==> config.mk <==
export PLATFORM = sky130hd
export DESIGN_NAME = pgs_div
export DESIGN_NICKNAME = d
export VERILOG_FILES = /design/src/design/pgs_pkg.sv /design/src/design/pgs_div.sv
export SDC_FILE = /design/constraint.sdc
export NUM_CORES = 1
export LEC_CHECK = 0
export BUFFER_PORTS_ARGS = -buffer_cell sky130_fd_sc_hd__buf_2
export CORE_MARGIN = 1
export CORE_UTILIZATION = 45
export DETAILED_ROUTE_END_ITERATION = 10
export GPL_TIMING_DRIVEN = 0
export PLACE_DENSITY = 0.68
export SYNTH_ARGS = -nofsm -noshare
export SYNTH_HDL_FRONTEND = slang
export SYNTH_SLANG_ARGS = --single-unit
==> constraint.sdc <==
create_clock -name clk_i -period 3.8 [get_ports clk_i]
set_input_delay 0.57 -clock clk_i [delete_from_list [all_inputs] [get_ports clk_i]]
set_output_delay 0.57 -clock clk_i [all_outputs]
set_load 0.03 [all_outputs]
==> src/design/pgs_pkg.sv <==
`default_nettype none

package pgs_pkg;

  // Grid bound and fixed field widths
  localparam int MAX_GRID = 16;
  localparam int DATA_W   = 32;
  localparam int GRID_W   = 5;
  localparam int FUNC_W   = 2;
  localparam int INDEX_W  = 12;
  localparam int DIAG_W   = 4;
  localparam int RESET_GRID = 16;

  // Function codes
  localparam logic [FUNC_W-1:0] FUNC_LOAD  = 2'd0;
  localparam logic [FUNC_W-1:0] FUNC_SWEEP = 2'd1;
  localparam logic [FUNC_W-1:0] FUNC_READ  = 2'd2;

  // Status codes
  localparam logic STATUS_OK      = 1'b0;
  localparam logic STATUS_OUTSIDE = 1'b1;

  // Base diagonal of the 7-point stencil
  localparam logic [DIAG_W-1:0] DIAG_BASE = 4'd6;

  localparam logic signed [DATA_W-1:0] VAL_MAX = {1'b0, {(DATA_W-1){1'b1}}};
  localparam logic signed [DATA_W-1:0] VAL_MIN = {1'b1, {(DATA_W-1){1'b0}}};

  typedef struct packed {
    logic [FUNC_W-1:0]         func;
    logic [INDEX_W-1:0]        cell_index;
    logic signed [DATA_W-1:0]  source_value;
  } pgs_req_t;

  typedef struct packed {
    logic signed [DATA_W-1:0]  solution_value;
    logic                      status;
  } pgs_rsp_t;

  // Saturating signed add
  function automatic logic signed [DATA_W-1:0] sat_add(
    input logic signed [DATA_W-1:0] a,
    input logic signed [DATA_W-1:0] b
  );
    logic signed [DATA_W:0] s;
    s = {a[DATA_W-1], a} + {b[DATA_W-1], b};
    if (s[DATA_W] != s[DATA_W-1]) begin
      return s[DATA_W] ? VAL_MIN : VAL_MAX;
    end
    return s[DATA_W-1:0];
  endfunction

endpackage

`default_nettype wire

==> src/design/pgs_div.sv <==
`default_nettype none

// Signed dividend over small unsigned divisor, one quotient bit per cycle,
// truncating toward zero.
module pgs_div (
  input  wire logic                                 clk_i,
  input  wire logic                                 rst_ni,
  input  wire logic                                 start_i,
  input  wire logic signed [pgs_pkg::DATA_W-1:0]    dividend_i,
  input  wire logic [pgs_pkg::DIAG_W-1:0]           divisor_i,
  output logic                                      done_o,
  output logic signed [pgs_pkg::DATA_W-1:0]         quotient_o
);

  localparam int W     = pgs_pkg::DATA_W;
  localparam int CNT_W = $clog2(W + 1);
  localparam int REM_W = pgs_pkg::DIAG_W + 1;

  logic [CNT_W-1:0]             cnt_q, cnt_d;
  logic                         done_q, done_d;
  logic                         neg_q, neg_d;
  logic [W-1:0]                 mag_q, mag_d;
  logic [REM_W-1:0]             rem_q, rem_d;
  logic [pgs_pkg::DIAG_W-1:0]   den_q, den_d;
  logic [REM_W-1:0]             trial;

  // One restoring step per cycle
  always_comb begin
    cnt_d  = cnt_q;
    done_d = 1'b0;
    neg_d  = neg_q;
    mag_d  = mag_q;
    rem_d  = rem_q;
    den_d  = den_q;
    trial  = {rem_q[REM_W-2:0], mag_q[W-1]};
    if (start_i) begin
      neg_d = dividend_i[W-1];
      mag_d = dividend_i[W-1] ? W'(-dividend_i) : W'(dividend_i);
      rem_d = '0;
      den_d = divisor_i;
      cnt_d = CNT_W'(W);
    end else if (cnt_q != '0) begin
      if (trial >= {1'b0, den_q}) begin
        rem_d = trial - {1'b0, den_q};
        mag_d = {mag_q[W-2:0], 1'b1};
      end else begin
        rem_d = trial;
        mag_d = {mag_q[W-2:0], 1'b0};
      end
      cnt_d  = cnt_q - CNT_W'(1);
      done_d = (cnt_q == CNT_W'(1));
    end
  end

  always_ff @(posedge clk_i or negedge rst_ni) begin
    if (!rst_ni) begin
      cnt_q  <= '0;
      done_q <= 1'b0;
    end else begin
      cnt_q  <= cnt_d;
      done_q <= done_d;
    end
  end

  always_ff @(posedge clk_i) begin
    neg_q <= neg_d;
    mag_q <= mag_d;
    rem_q <= rem_d;
    den_q <= den_d;
  end

  // Restore the sign
  assign done_o     = done_q;
  assign quotient_o = neg_q ? -$signed(mag_q) : $signed(mag_q);

endmodule

`default_nettype wire

Word-level counts from Yosys, hierarchy flattened
Cells that the tools add are included.

Logic and storage cells: 24. Flip-flop bits (word level): 48. Output and inout port bits: 33.

Equal/unequal tests: 1. Reductions and logical operators: 2. Add/sub/neg operators: 4. Mux-type cells: 10. Order comparisons: 1.

Operators by type and width (count): 32-bit 2-to-1 mux (4); 32-bit negator (2); 6-bit 2-to-1 mux (2); 6-bit by 1-bit equality test with 1-bit output (second input constant) (1); 6-bit nonzero test (1); 6-bit by 1-bit subtractor with 6-bit output (second input constant) (1); 5-bit by 4-bit greater-or-equal comparator with 1-bit output (1); 4-bit 2-to-1 mux (1); 4-bit subtractor (1); 1-bit 2-to-1 mux (3); 2-bit nonzero test (1).

Logic depth before layout (Yosys ltp)
Word-level depth: 4. Mapped depth: 7. Mapped depth without buffers: 7.

Worst setup path after synthesis
OpenSTA, ideal clock, no wires.

Path type: register to output. Start: register mag_q[0]. End: output port quotient_o[30] (netlist name). Setup slack: 501 ps. Data required time: 3230 ps. Cell stages (with the launch flop): 8. Data arrival time: 2729 ps. Path through: edfxtp_1 > inv_1 > ha_1 > or4b_4 > or4_4 > or4_4 > o41ai_2 > xnor2_1.

Longest elaborated chain between the ends: 2.

RTL lines: start, declared (RTL line pgs_div.sv:22) `logic [W-1:0] mag_q, mag_d;`; start signal, assigned (RTL line pgs_div.sv:67) `mag_q <= mag_d;`; 32-bit negator (RTL line pgs_div.sv:74) `assign quotient_o = neg_q ? -$signed(mag_q) : $signed(mag_q);`; 32-bit 2-to-1 mux (RTL line pgs_div.sv:74); end, declared (RTL line pgs_div.sv:12) `output logic signed [pgs_pkg::DATA_W-1:0] quotient_o`.

Every way passes these cells.

Worst setup path in the final report
Start: register mag_q[1]. End: output port quotient_o[30] (netlist name).

The elaborated chain is that of the path after synthesis.

==> metrics.md <==
| Metric | Value |
|---|---|
| Status | `finished clean` |
| DR pass1 iterations | `4` |
| Cell Chain, Critical Path | `inv_1, ha_2, or4b_4, or4_4, or4_4, o41ai_4, xnor2_1, buf_4` |
| Hold Fails Final Rpt | `0` |
| Largest stage delay on the critical path | `0.54 ns` |
| Total negative slack | `0 ns` |
| Flip-flop and latch count after synthesis | `48` |
| CTS buffer count | `5` |
| Cells after synthesis | `377` |
| Area of the die | `8100 um^2` |
| Asr flop ratio synth | `14.6%` |
| Die X | `90.0 um` |
| Final Max Slew Viols | `0` |
| Sink Count | `48` |
| Worst Setup Start Kind | `flop` |
| Max-cap viol count | `0` |
| Ys flop type | `edfxtp_1` |
| CP arrival | `3.06 ns` |
| Pin count of the biggest net entering global routing | `33` |
| Skew final | `0.0135 ns` |
| Die H | `90.0 um` |
| Fmax achieved | `276 MHz` |
| Clk_lat worst skew | `0.31 ns` |
| Detail Route Antenna Nets | `0` |
| Maximum VDD drop | `0.000175 V` |
| Syn Nets | `426` |
| HPWL Detailed | `6540 um` |
| First-pass GRT wire length | `14100 um` |
| Antenna Cells | `0` |
| Netlist cell types | `45` |
| # setup viols final | `0` |
| Vias after detailed routing | `3128` |
| CTS tree | `yes` |
| Row count | `31` |
| Initial antenna violation count | `0` |
| Worst Tran Pin Value | `0.816 ns` |
| GRT Total Usage | `21.8%` |
| Post-synth EDFFs | `37` |
| Core Footprint | `7370 um^2` |
| Leak Pwr | `0.00156 uW` |
| Vias/cell | `5.62` |
| Vias in the first global route | `2887` |
| Layout cells sized above 1 | `20.5%` |
| Min cycle time layout | `3.63 ns` |
| Synthesized area | `3480 um^2` |
| Fin util | `55.5%` |
| Total power | `2080 uW` |
| Pre-CTS setup slack | `0.291 ns` |
| Worst Hold Class | `in2async` |
| CP Class | `reg2out` |
| Initial drt markers | `151` |
| Drc violations | `0` |
| Routed length per instance | `15.9 um` |
| CP max stage cell | `or4_4` |
| Placed cell area | `3970 um^2` |
| Total global routing overflow | `0` |
| Yosys warns | `0` |
| Cell mode on critical path | `or4_4` |
| Nets | `506` |
| P&R area growth vs syn | `17.3%` |
| Clock root buffer | `clkbuf_8` |
| Dominant cell type by area after synthesis | `edfxtp_1` |
| P per Cell Area | `509 nW/um^2` |
| Required @ worst endpoint | `3.23 ns` |
| Most frequent cell after synthesis | `nor2_1` |
| Fin worst setup slack | `0.171 ns` |
| Mean Syn Cell Area | `9.24 um^2` |
| Register area share after synthesis | `39.2%` |
| Worst path bufs/invs | `2` |
| Gp weighted congestion | `0.821` |
| Starting density of the core | `47.3%` |
| Yosys top cell area share | `31.9%` |
| CTS Hold Buffers Added | `0` |
| Maximum clock path buffer count | `2` |
| Fin area | `4090 um^2` |
| Clock slew at reported path FFs | `0.10 ns` |
| Crit-path max FO | `5` |
| CP top delay family | `simple AND/OR/NAND/NOR gates` |
| Final WL | `8880 um` |
| # H-tree levels | `2` |
| RSZ-0062 raised after global routing | `no` |
| Top cells by area, synth | `edfxtp_1 32%, xnor2_1 8.5%, xor2_1 7.3%` |
| Num ports | `72` |
| Synth cell count leaders | `48 x nor2_1, 37 x edfxtp_1, 34 x xnor2_1` |
| Final cycle utilization of the critical path | `95.5%` |
| Worst setup EP type | `output pin` |
| IO Port Bufs | `71` |
| Max-slew headroom | `45.6%` |
==> layer usage <==
metal  part of all wire [%]  vias to the layer above  global-route usage [%]  wire, um
li1                       -                     1547                       -         -
met1                     46                     1476                    30.4      4090
met2                     46                       91                    35.6      4080
met3                    6.5                       14                    2.96       578
met4                    1.6                        0                    6.05       144
met5                      0                        -                       0         0
==> stage by stage <==
| step | hold slack [ns] | instances |
|---|---|---|
| 2_1_floorplan | 0.274 | 377 |
| 3_3_place_gp | 0.411 | 547 |
| 3_5_place_dp | 0.413 | 547 |
| 4_1_cts | 0.0801 | 557 |
| 5_1_grt | 0.0816 | 557 |
| 6_report | 0.0776 | 557 |
==> kinds of logic (layout without fill, tap and decap cells) <==
| kind of cell | count (synthesis) | count (layout) | synth area share [%] |
|---|---|---|---|
| AOI/OAI and AO/OA | 95 | 95 | 17.8 |
| xor gates and xnor gates | 63 | 63 | 15.8 |
| adders and majority gates | 10 | 10 | 3.81 |
| buffers and inverters | 30 | 111 | 3.34 |
| DFF | 48 | 48 | 39.2 |
| muxes | 4 | 4 | 1.22 |
| and+or+nand+nor | 127 | 127 | 18.8 |
==> sequential cells by signal, summed over array words and instances, names as in the netlist <==
signal	cells
neg_q	1
rem_q	4
done_o	1
cnt_q	6
mag_q	32
den_q	4
==> cell usage in the layout, fill, tap and decap left out, types with 15 or more instances in the layout <==
cell      netlist  routed
buf_2           0      70
nor2_1         48      48
edfxtp_1       37      37
xnor2_1        34      34
a21oi_1        32      32
xor2_1         29      29
nand2_1        19      19
o21ai_0        19      19
o41ai_1        18      18
clkbuf_1       15      15
o31ai_1        15      15
==> area by class of cell <==
| class | count | area (um^2) |
|---|---|---|
| fill | 706 | 3280 |
| multi-input combinational | 299 | 2020 |
| sequential | 48 | 1370 |
| timing repair buffer | 73 | 373 |
| tap | 99 | 124 |
| buffer | 18 | 71.3 |
| clock buffer | 5 | 68.8 |
| inverter | 12 | 45.0 |
| clock inverter | 3 | 22.5 |
==> power by group <==
part / leakage [uW] / switching, uW / total [uW] / internal [uW]
combinational: 0.00102 / 556 / 918 / 362
sequential: 0.000496 / 136 / 847 / 711
clock: 0.0000447 / 184 / 316 / 131
==> path summary, 6_finish.rpt <==
kind	start	end	slack (ns)	cells past startpoint
max	mag_q[1]$_DFFE_PP_	quotient_o[30]	0.17	8
min	rst_ni	cnt_q[1]$_DFFE_PN0P_	0.08	1
max reg2reg	cnt_q[4]$_DFFE_PN0P_	mag_q[8]$_DFFE_PP_	1.43	4
min reg2reg	rem_q[1]$_SDFFE_PP0P_	rem_q[1]$_SDFFE_PP0P_	0.50	2
max in group asynchronous	rst_ni	done_o$_DFF_PN0_	3.56	1
min in group clk_i	divisor_i[3]	den_q[3]$_DFFE_PP_	0.43	1
==> timing repair <==
item | in CTS | in global routing
gates resized for setup | 1 | 2
setup buffers | 2 | 0
pin swaps | 0 | 3
endpoints found under the setup margin | 1 | 1
Note: power is estimated with default switching activity, not from simulation.
